--- src/hw/rtl/ers_pkg.sv ---
// ----------------------------------------------------------------------------
// ers_pkg
// shared types and codes for the elevator request scheduler
// ----------------------------------------------------------------------------
package ers_pkg;

    localparam int COUNT_BITS     = 5;
    localparam int STATUS_BITS    = 3;
    localparam int CFG_INDEX_BITS = 2;

    localparam logic [CFG_INDEX_BITS-1:0] CFG_LOWEST   = 2'd0;
    localparam logic [CFG_INDEX_BITS-1:0] CFG_HIGHEST  = 2'd1;
    localparam logic [CFG_INDEX_BITS-1:0] CFG_CAPACITY = 2'd2;

    localparam logic OP_REQUEST = 1'b0;
    localparam logic OP_GO      = 1'b1;

    typedef enum logic [STATUS_BITS-1:0] {
        STAT_OK      = 3'd0,
        STAT_FULL    = 3'd1,
        STAT_UP      = 3'd2,
        STAT_DOWN    = 3'd3,
        STAT_NOFLOOR = 3'd4,
        STAT_IDLE    = 3'd5
    } status_t;

    typedef enum logic [1:0] {
        SCAN_INSERT,
        SCAN_SEEK_UP,
        SCAN_SEEK_DOWN,
        SCAN_DROP
    } scan_kind_t;

    typedef struct packed {
        logic                  active;
        scan_kind_t            kind;
        logic                  hit;
        logic [COUNT_BITS-1:0] count;
    } scan_ctl_t;

    typedef enum logic [2:0] {
        S_IDLE,
        S_INSERT,
        S_SEEK,
        S_DROP,
        S_DONE
    } seq_state_t;

endpackage

--- src/hw/rtl/ers_cell.sv ---
// ----------------------------------------------------------------------------
// ers_cell
// one request slot of the scan chain; acts on the token passing through
// ----------------------------------------------------------------------------
module ers_cell
    import ers_pkg::*;
#(
    parameter int FLOOR_BITS = 8
)
(
    input  logic                         clk,
    input  logic                         rst_n,
    input  scan_ctl_t                    ctl_in,
    input  logic signed [FLOOR_BITS-1:0] val_in,
    output scan_ctl_t                    ctl_out,
    output logic signed [FLOOR_BITS-1:0] val_out
);

    logic                         slot_valid_reg;
    logic                         slot_valid_next;
    logic signed [FLOOR_BITS-1:0] slot_floor_reg;
    logic signed [FLOOR_BITS-1:0] slot_floor_next;
    scan_ctl_t                    ctl_out_reg;
    scan_ctl_t                    ctl_out_next;
    logic signed [FLOOR_BITS-1:0] val_out_reg;
    logic signed [FLOOR_BITS-1:0] val_out_next;

    always_comb
    begin
        slot_valid_next = slot_valid_reg;
        slot_floor_next = slot_floor_reg;
        ctl_out_next    = ctl_in;
        val_out_next    = val_in;
        if (ctl_in.active)
        begin
            case (ctl_in.kind)
                SCAN_INSERT:
                begin
                    // first free slot takes the pending floor
                    if (ctl_in.hit && !slot_valid_reg)
                    begin
                        slot_valid_next  = 1'b1;
                        slot_floor_next  = val_in;
                        ctl_out_next.hit = 1'b0;
                    end
                end
                SCAN_SEEK_UP:
                begin
                    if (slot_valid_reg && (!ctl_in.hit || slot_floor_reg < val_in))
                    begin
                        val_out_next     = slot_floor_reg;
                        ctl_out_next.hit = 1'b1;
                    end
                end
                SCAN_SEEK_DOWN:
                begin
                    if (slot_valid_reg && (!ctl_in.hit || slot_floor_reg > val_in))
                    begin
                        val_out_next     = slot_floor_reg;
                        ctl_out_next.hit = 1'b1;
                    end
                end
                SCAN_DROP:
                begin
                    if (slot_valid_reg && slot_floor_reg == val_in)
                    begin
                        slot_valid_next    = 1'b0;
                        ctl_out_next.count = ctl_in.count + 1'b1;
                    end
                end
                default:
                begin
                end
            endcase
        end
    end

    always_ff @(posedge clk or negedge rst_n)
    begin
        if (!rst_n)
        begin
            slot_valid_reg <= 1'b0;
            ctl_out_reg    <= '0;
        end
        else
        begin
            slot_valid_reg <= slot_valid_next;
            ctl_out_reg    <= ctl_out_next;
        end
    end

    always_ff @(posedge clk)
    begin
        slot_floor_reg <= slot_floor_next;
        val_out_reg    <= val_out_next;
    end

    assign ctl_out = ctl_out_reg;
    assign val_out = val_out_reg;

endmodule

--- src/hw/rtl/elevator_request_scheduler.sv ---
// ----------------------------------------------------------------------------
// elevator_request_scheduler
// scan-order elevator scheduler built on a chain of request slot cells
// an accepted request makes an insert pass through the chain, a go a seek pass
// then a drop pass; a rejected request or an idle go skips the chain;
// one item in flight at a time
// reset: all slots free, car at floor 0 heading up, config registers to defaults
// ----------------------------------------------------------------------------
module elevator_request_scheduler
    import ers_pkg::*;
#(
    parameter  int MAX_LOAD   = 16,
    parameter  int FLOOR_BITS = 8,
    localparam int IN_BITS    = ((FLOOR_BITS + 7) / 8) * 8,
    localparam int OUT_BITS   = ((FLOOR_BITS + STATUS_BITS + 3 * COUNT_BITS - 4 + 7) / 8) * 8,
    localparam int CFG_BITS   = (FLOOR_BITS > COUNT_BITS) ? FLOOR_BITS : COUNT_BITS
)
(
    input  logic                      clk,
    input  logic                      rst_n,
    input  logic                      s_tvalid,
    output logic                      s_tready,
    input  logic [IN_BITS-1:0]        s_tdata,   // floor
    input  logic [0:0]                s_tuser,   // operation
    output logic                      m_tvalid,
    input  logic                      m_tready,
    output logic [OUT_BITS-1:0]       m_tdata,   // status, floor_now, load, heading_down, left_car
    input  logic                      cfg_valid,
    output logic                      cfg_ready,
    input  logic [CFG_INDEX_BITS-1:0] cfg_index,
    input  logic [CFG_BITS-1:0]       cfg_data
);

    localparam int COUNT_MAX = (1 << COUNT_BITS) - 1;
    localparam logic [COUNT_BITS-1:0] LOAD_LIMIT =
        (MAX_LOAD > COUNT_MAX) ? COUNT_BITS'(COUNT_MAX) : COUNT_BITS'(MAX_LOAD);
    localparam int HIGH_DEFAULT = (FLOOR_BITS >= 5) ? 15 : (1 << (FLOOR_BITS - 1)) - 1;

    scan_ctl_t                    ctl_link [0:MAX_LOAD];
    logic signed [FLOOR_BITS-1:0] val_link [0:MAX_LOAD];
    logic [MAX_LOAD:0]            token_live;

    logic signed [FLOOR_BITS-1:0] lowest_reg;
    logic signed [FLOOR_BITS-1:0] highest_reg;
    logic [COUNT_BITS-1:0]        capacity_reg;

    seq_state_t                   state_reg;
    seq_state_t                   state_next;
    logic signed [FLOOR_BITS-1:0] car_floor_reg;
    logic signed [FLOOR_BITS-1:0] car_floor_next;
    logic [COUNT_BITS-1:0]        rider_reg;
    logic [COUNT_BITS-1:0]        rider_next;
    logic                         down_reg;
    logic                         down_next;
    scan_ctl_t                    inj_ctl_reg;
    scan_ctl_t                    inj_ctl_next;
    logic signed [FLOOR_BITS-1:0] inj_val_reg;
    logic signed [FLOOR_BITS-1:0] inj_val_next;
    status_t                      res_status_reg;
    status_t                      res_status_next;
    logic [COUNT_BITS-1:0]        res_left_reg;
    logic [COUNT_BITS-1:0]        res_left_next;
    logic                         out_valid_reg;
    logic                         out_valid_next;
    logic [OUT_BITS-1:0]          out_data_reg;
    logic [OUT_BITS-1:0]          out_data_next;

    logic signed [FLOOR_BITS-1:0] req_floor;
    logic [COUNT_BITS-1:0]        cap_eff;
    scan_ctl_t                    tail_ctl;
    logic signed [FLOOR_BITS-1:0] tail_val;

    assign ctl_link[0] = inj_ctl_reg;
    assign val_link[0] = inj_val_reg;
    assign tail_ctl    = ctl_link[MAX_LOAD];
    assign tail_val    = val_link[MAX_LOAD];

    genvar gi;
    generate
        for (gi = 0; gi < MAX_LOAD; gi++)
        begin : g_cell
            ers_cell #(
                .FLOOR_BITS (FLOOR_BITS)
            ) u_cell (
                .clk     (clk),
                .rst_n   (rst_n),
                .ctl_in  (ctl_link[gi]),
                .val_in  (val_link[gi]),
                .ctl_out (ctl_link[gi+1]),
                .val_out (val_link[gi+1])
            );
        end
        for (gi = 0; gi <= MAX_LOAD; gi++)
        begin : g_live
            assign token_live[gi] = ctl_link[gi].active;
        end
    endgenerate

    // configuration
    assign cfg_ready = 1'b1;

    always_ff @(posedge clk or negedge rst_n)
    begin
        if (!rst_n)
        begin
            lowest_reg   <= '0;
            highest_reg  <= FLOOR_BITS'(HIGH_DEFAULT);
            capacity_reg <= COUNT_BITS'(8);
        end
        else if (cfg_valid)
        begin
            case (cfg_index)
                CFG_LOWEST:   lowest_reg   <= cfg_data[FLOOR_BITS-1:0];
                CFG_HIGHEST:  highest_reg  <= cfg_data[FLOOR_BITS-1:0];
                CFG_CAPACITY: capacity_reg <= cfg_data[COUNT_BITS-1:0];
                default:
                begin
                end
            endcase
        end
    end

    assign req_floor = s_tdata[FLOOR_BITS-1:0];
    assign cap_eff   = (capacity_reg < LOAD_LIMIT) ? capacity_reg : LOAD_LIMIT;
    assign s_tready  = (state_reg == S_IDLE);

    always_comb
    begin
        state_next      = state_reg;
        car_floor_next  = car_floor_reg;
        rider_next      = rider_reg;
        down_next       = down_reg;
        inj_ctl_next    = '0;
        inj_val_next    = inj_val_reg;
        res_status_next = res_status_reg;
        res_left_next   = res_left_reg;
        out_valid_next  = out_valid_reg && !m_tready;
        out_data_next   = out_data_reg;
        case (state_reg)
            S_IDLE:
            begin
                if (s_tvalid)
                begin
                    res_left_next = '0;
                    state_next    = S_DONE;
                    if (s_tuser[0] == OP_GO)
                    begin
                        if (rider_reg == '0)
                        begin
                            res_status_next = STAT_IDLE;
                        end
                        else
                        begin
                            res_status_next     = STAT_OK;
                            inj_ctl_next.active = 1'b1;
                            inj_ctl_next.kind   = down_reg ? SCAN_SEEK_DOWN : SCAN_SEEK_UP;
                            state_next          = S_SEEK;
                        end
                    end
                    else if (rider_reg >= cap_eff)
                    begin
                        res_status_next = STAT_FULL;
                    end
                    else if (rider_reg != '0 && !down_reg && req_floor < car_floor_reg)
                    begin
                        res_status_next = STAT_UP;
                    end
                    else if (rider_reg != '0 && down_reg && req_floor > car_floor_reg)
                    begin
                        res_status_next = STAT_DOWN;
                    end
                    else if (req_floor > highest_reg || req_floor < lowest_reg)
                    begin
                        res_status_next = STAT_NOFLOOR;
                    end
                    else
                    begin
                        res_status_next = STAT_OK;
                        // empty car takes its heading from the first request
                        if (rider_reg == '0)
                        begin
                            if (req_floor > car_floor_reg)
                            begin
                                down_next = 1'b0;
                            end
                            else if (req_floor < car_floor_reg)
                            begin
                                down_next = 1'b1;
                            end
                        end
                        rider_next          = rider_reg + 1'b1;
                        inj_ctl_next.active = 1'b1;
                        inj_ctl_next.kind   = SCAN_INSERT;
                        inj_ctl_next.hit    = 1'b1;
                        inj_val_next        = req_floor;
                        state_next          = S_INSERT;
                    end
                end
            end
            S_INSERT:
            begin
                if (tail_ctl.active)
                begin
                    state_next = S_DONE;
                end
            end
            S_SEEK:
            begin
                if (tail_ctl.active)
                begin
                    car_floor_next      = tail_val;
                    inj_ctl_next.active = 1'b1;
                    inj_ctl_next.kind   = SCAN_DROP;
                    inj_val_next        = tail_val;
                    state_next          = S_DROP;
                end
            end
            S_DROP:
            begin
                if (tail_ctl.active)
                begin
                    rider_next    = (rider_reg >= tail_ctl.count) ?
                                    rider_reg - tail_ctl.count : '0;
                    res_left_next = tail_ctl.count;
                    // turn around at the ends of the shaft
                    if (car_floor_reg == highest_reg)
                    begin
                        down_next = 1'b1;
                    end
                    else if (car_floor_reg == lowest_reg)
                    begin
                        down_next = 1'b0;
                    end
                    state_next = S_DONE;
                end
            end
            S_DONE:
            begin
                if (!out_valid_reg || m_tready)
                begin
                    out_valid_next = 1'b1;
                    out_data_next  = OUT_BITS'({res_left_reg, down_reg, rider_reg,
                                                car_floor_reg, res_status_reg});
                    state_next     = S_IDLE;
                end
            end
            default:
            begin
                state_next = S_IDLE;
            end
        endcase
    end

    always_ff @(posedge clk or negedge rst_n)
    begin
        if (!rst_n)
        begin
            state_reg     <= S_IDLE;
            car_floor_reg <= '0;
            rider_reg     <= '0;
            down_reg      <= 1'b0;
            inj_ctl_reg   <= '0;
            out_valid_reg <= 1'b0;
        end
        else
        begin
            state_reg     <= state_next;
            car_floor_reg <= car_floor_next;
            rider_reg     <= rider_next;
            down_reg      <= down_next;
            inj_ctl_reg   <= inj_ctl_next;
            out_valid_reg <= out_valid_next;
        end
    end

    always_ff @(posedge clk)
    begin
        inj_val_reg    <= inj_val_next;
        res_status_reg <= res_status_next;
        res_left_reg   <= res_left_reg == res_left_next ? res_left_reg : res_left_next;
        out_data_reg   <= out_data_next;
    end

    assign m_tvalid = out_valid_reg;
    assign m_tdata  = out_data_reg;

    // at most one token travels the chain
    assert property (@(posedge clk) disable iff (!rst_n) $onehot0(token_live))
        else $error("more than one scan token in the chain");

    // a token only comes back while the sequencer waits for it
    assert property (@(posedge clk) disable iff (!rst_n)
        tail_ctl.active |-> (state_reg == S_INSERT || state_reg == S_SEEK ||
                             state_reg == S_DROP))
        else $error("scan token returned outside a wait state");

    // an accepted request always finds a free slot
    assert property (@(posedge clk) disable iff (!rst_n)
        (tail_ctl.active && tail_ctl.kind == SCAN_INSERT) |-> !tail_ctl.hit)
        else $error("request token left the chain unplaced");

    // a seek is only launched with riders aboard, so it finds a stop
    assert property (@(posedge clk) disable iff (!rst_n)
        (tail_ctl.active && (tail_ctl.kind == SCAN_SEEK_UP ||
                             tail_ctl.kind == SCAN_SEEK_DOWN)) |-> tail_ctl.hit)
        else $error("seek token found no stored floor");

endmodule
--- config.mk ---
export PLATFORM = sky130hd
export DESIGN_NAME = elevator_request_scheduler
export DESIGN_NICKNAME = d
export VERILOG_FILES = /design/src/hw/rtl/ers_pkg.sv /design/src/hw/rtl/ers_cell.sv /design/src/hw/rtl/elevator_request_scheduler.sv
export SDC_FILE = /design/constraint.sdc
export NUM_CORES = 1
export LEC_CHECK = 0
export BUFFER_PORTS_ARGS = -buffer_cell sky130_fd_sc_hd__buf_2
export CAP_MARGIN = 20
export CORE_AREA = 5 5 272 274
export CTS_CLUSTER_SIZE = 40
export DETAILED_ROUTE_END_ITERATION = 6
export DIE_AREA = 0 0 277 279
export SYNTH_ARGS = -nofsm -noshare
export SYNTH_HDL_FRONTEND = slang
export SYNTH_SLANG_ARGS = --single-unit
export TNS_END_PERCENT = 100
--- constraint.sdc ---
create_clock -name clk -period 3.5 [get_ports clk]
set_clock_uncertainty 0.1 [all_clocks]
set_input_delay 0.7 -clock clk [delete_from_list [all_inputs] [get_ports clk]]
set_output_delay 0.7 -clock clk [all_outputs]
set_load 0.01 [all_outputs]
# Yosys cells after proc, flatten, opt, wreduce, memory -nomap -nowiden
# Cells that the tools add are included.
# W data, S select, Z words.
# word_totals
elab_cells	803
inputBits	24
latchBits	0
n_memories	0
output_inout_bits	27
ram_bits	0
regBits	494
rom_bits	0
# classes
div_mod_pow	0
bitwise_logic	0
n_addsub	17
magnitude_cmp	39
eq_ne	118
mux	285
reduce_logical	219
mul	0
shift	0
# op_table
op	count
$mux W8	55
$pmux W8 S2	17
$mux W5	43
$eq A8 B8 Y1	18
$gt A8 B8 Y1	18
$lt A8 B8 Y1	18
$mux W1	94
$mux W6	15
$add A5 B1 Y5 const B	16
$ne A2 B1 Y1 const B	36
$logic_and A1 B1 Y1	69
$reduce_and A4 Y1	17
$eq A2 B2 Y1 const B	33
$mux W3	19
$reduce_and A3 Y1	16
$pmux W1 S3	15
$reduce_bool A2 Y1	18
$logic_not A1 Y1	35
$eq A2 B1 Y1 const B	17
$logic_not A2 Y1	17
$logic_or A1 B1 Y1	34
$pmux W1 S2	17
$mux W4	5
$pmux W5 S2	2
20 further kinds	34

# Depth between registers and ports, before layout
# depth
ltp_word	11
mapped_depth	11

# By module
# A second synthesis with hierarchy kept.
# unflattened
cells_unflattened	2237
area_unflattened_um2	25236.7
# by_module_without_submodules
module	cells_each	area_each_um2	n_inst
ers_cell at g_cell[0].u_cell ...	115	1288.7	10
ers_cell at g_cell[5].u_cell ...	115	1313.8	4
elevator_request_scheduler	399	4491.8	1
ers_cell at g_cell[11].u_cell	124	1357.6	1
ers_cell at g_cell[9].u_cell	104	1244.9	1

# Least setup slack after synthesis
# No wires, ideal clock.
# synth_timing
path_kind	input port to flip-flop
from	in s_tdata[7]
to	reg inj_val_reg[0] (enable)
arrival_time_ns	2.531
setup_slack_ns	0.494
setup_ns	0.375
path_stages	8
t_required_ns	3.025
path_cell_list	ha_1 nand4_2 or3_4 o311ai_1 nand3b_1 o211ai_2 nand2_1 a21oi_1
# synth_via
elab_chain_len	4
elab_cells_between_ends	11
classes_between	4 x order compare; 3 x eq/ne; 4 x reduce/logical
# synth_rtl
element	line	source
from (decl)	elevator_request_scheduler.sv:23	input logic [IN_BITS-1:0] s_tdata,
$gt A8 B8 Y1, or another cell as far along	elevator_request_scheduler.sv:172	else if (req_floor > highest_reg || req_floor < lowest_reg)
$logic_or A1 B1 Y1, or another cell as far along	elevator_request_scheduler.sv:172	
$ne A2 B2 Y1 (no line)	--	
$reduce_and A8 Y1 (no line) *	--	
to (signal assigned)	elevator_request_scheduler.sv:278	inj_val_reg <= inj_val_next;
to (decl)	elevator_request_scheduler.sv:57	logic signed [FLOOR_BITS-1:0] inj_val_reg;
# Mark *: on every way between the ends. The rest lies on a longest branch, timed or not.
# A chain may end at the register's enable or synchronous reset.

# Worst setup path in the final report
# layout_timing
from	reg rider_reg[0]
to	reg inj_val_reg[2] (enable)
# layout_via
elab_chain_len	5
elab_cells_between_ends	10
classes_between	1 x order compare; 3 x eq/ne; 6 x reduce/logical
# layout_rtl
element	line	source
from (decl)	elevator_request_scheduler.sv:51	logic [COUNT_BITS-1:0] rider_reg;
from (signal assigned)	elevator_request_scheduler.sv:269	rider_reg <= rider_next;
parallel branches: the longest is 4 deep, another holds $ge A5 B5 Y1	--	
$reduce_and A8 Y1 (no line) *	--	
# Every way passes the cells marked *.

==> reports/qor.csv <==
stage;metric;value;unit
outcome;outcome;finished, final reports clean;
cells_and_area;n_diodes;0;
drt;DRT iter0 DRCs;1014;
clock_tree;CTS tree;done;
placement;Detailed Place HPWL;36720;um
drt;WL/cell;15.50;um
timing;fmax;0.3327;GHz
critical_path;worst setup path startpoint;rider_reg[0];
critical_path;required time of the critical path;3700;ps
timing;Setup TNS;0;ps
clock_tree;Worst-path clk slew;60;ps
clock_tree;TritonCTS Buffers;52;
die;I/O pins;51;
logic_synthesis;top post-synthesis cells by count;245 x inv_1, 242 x ha_1, 185 x dfrtp_1;
die;Die Wd;277;um
min_path;Hold WC Path Type;input pin to asynchronous set/reset pin;
cells_and_area;design area;28050;um2
critical_path;crit path DAT;3210;ps
die;Die ar.;77280;um2
grt;first-pass GRT wire length;84070;um
clock_tree;CTS root buf;clkbuf_16;
timing;Worst Tran Pin Value;756.2;ps
timing;Slew Viols, Final;0;
drt;vias per cell;5.119;
logic_synthesis;sequential share of the synthesized area;49.78;%
logic_synthesis;YS warnings;0;
logic_synthesis;largest area contributor in the netlist;edfxtp_1;
cells_and_area;layout cells sized above 1;13.21;%
placement;number of port buffers;47;
drt;Pre-antenna DRT Iters;7;
clock_tree;hold_buf cts;0;
pwr;Pleak;12.41;nW
clock_tree;CTS Buffer Depth;3;
timing;Final Hold Violating Endpoints;0;
cells_and_area;Nets;2519;
die;Initial Utilization;34.77;%
logic_synthesis;post-synth cell types;84;
die;Die Y;279;um
flow_run;maxcap violations;0;
clock_tree;post-CTS resize count;0;
critical_path;worst r2r src;rider_reg[0];
die;Placeable Area;71120;um2
logic_synthesis;Yosys top cell area share;20.16;%
grt;GRT overflow;0;
critical_path;reg-to-reg slack, setup;490;ps
timing;RSZ-0062 raised after global routing;no;
drt;via count;16610;
timing;# setup viols final;0;
timing;final worst path period share;85.87;%
critical_path;crit path capture type;register;
pwr;Cell Pwr Density;774.9;nW/um2
placement;placed cell area;26170;um2
critical_path;worst-path maximum fanout;8;
logic_synthesis;ys flop type;dfrtp_1;
critical_path;Worst R2R End;inj_val_reg[2];
grt;vias in the first global route;16960;
clock_tree;clock latency on the worst-skew pair;600;ps
pwr;maximum vdd drop;0.4245;mV
logic_synthesis;asr flop ratio synth;39.26;%
grt;GRT Total Usage;12.62;%
clock_tree;Post-CTS Repair Setup Buffers;0;
critical_path;cells on worst reg2reg path;10;
grt;initial antenna violation count;0;
drt;antenna viol nets, final;0;
critical_path;Crit Path Class;register to register;
logic_synthesis;Area contributors post-synth;edfxtp_1 20%, dfrtp_1 19%, ha_1 12%, dfxtp_1 10%, inv_1 3.7%;
timing;Tmin final;3005;ps
cells_and_area;max reg flops;131;
critical_path;Critical Path End;inj_val_reg[2];
timing;relative slew slack;49.59;%
logic_synthesis;Avg Inst Size Synth;11.41;um2
clock_tree;H-tree Lvls;2;
drt;Post-Route WL;50280;um
die;Site Rows;98;
logic_synthesis;cell count after synthesis;2168;
placement;GP Congestion;0.8348;
cells_and_area;area delta synth->final;13.43;%
logic_synthesis;top-count cell post-synth;inv_1;
cells_and_area;final core utilization;39.44;%
critical_path;Worst Setup Start Kind;register;
clock_tree;clock sinks;484;
pwr;Power Total;21.73;mW
logic_synthesis;synthesized cell area;24730;um2
drt;final routed DRC violation total;0;
logic_synthesis;Post-synth EDFFs;166;
logic_synthesis;Yosys reg bits;484;
grt;largest net degree at the start of global routing;90;
through the flow:
step                      instances  setup slack (ps)  hold slack (ps)
after global routing           3244             343.7            119.1
after CTS                      3244             527.0            71.65
final                          3244             494.7            78.31
after detailed placement       3148             323.2            325.1
after global placement         3148             345.3            325.2
after floorplan                2169             493.8            251.9
cell type report:
type,instances,area (um2)
clock buffer,66,1554
tap,950,1189
timing repair buffer,73,451.7
multi-input combinational,1396,11310
clock inverter,30,319.1
fill,6827,43070
sequential,484,12310
inverter,245,919.6
cells in the final DEF (no fill, tap or decap), types with 66 or more instances in the layout:
cell and count:
dfxtp_1 128, nand2_1 163, a22o_1 84, inv_1 245, nor2_1 66, ha_1 242
edfxtp_1 166, nand3_1 75, dfrtp_1 185, a21oi_1 69
worst max-delay path, stage by stage, from the launching register on:
cell      delay (ps)
dfrtp_1          430
inv_1            120
ha_1             290
nand2b_1         140
a21o_1           170
a21o_1           210
a211o_1          300
nor3_1           300
nand2_1          190
a21oi_1          260
buf_4            210
cells by family after synthesis:
group | count (synthesis) | share of synthesized area [%]
AND/OR/NAND/NOR | 525 | 11.44
adder cells (fa/ha/maj) | 243 | 12.33
other | 2 | 0.03037
AO/OA/AOI/OAI | 455 | 15.11
multiplexers | 100 | 4.321
buffers and inverters | 289 | 4.514
flip-flops | 484 | 49.78
XOR/XNOR | 70 | 2.480
metal layers:
layer	vias to the layer above	track usage (%)	wire (um)
li1	8068	-	-
met1	8166	16.50	23090
met2	284	22.14	24470
met3	89	1.982	1780
met4	0	3.007	941
met5	-	0	0
report_power, final:
group | internal [mW] | total (mW) | switching [mW]
logic | 3.16 | 6.75 | 3.59
clock network | 3.53 | 5.85 | 2.32
registers | 7.56 | 9.14 | 1.58
worst min-delay path by stage:
stage	cells after the start	to	slack (ps)
4_1_cts	1	g_cell[13].u_cell.ctl_out[2]	70
3_3_place_gp	0	g_cell[12].u_cell.ctl_out[7]	330
2_1_floorplan	0	g_cell[15].u_cell.ctl_out[8]	250
5_1_grt	1	g_cell[13].u_cell.ctl_out[2]	120
3_5_place_dp	0	g_cell[10].u_cell.ctl_out[6]	330
6_report	1	g_cell[13].u_cell.ctl_out[2]	80
No activity file was read; power rests on OpenSTA's default activity.
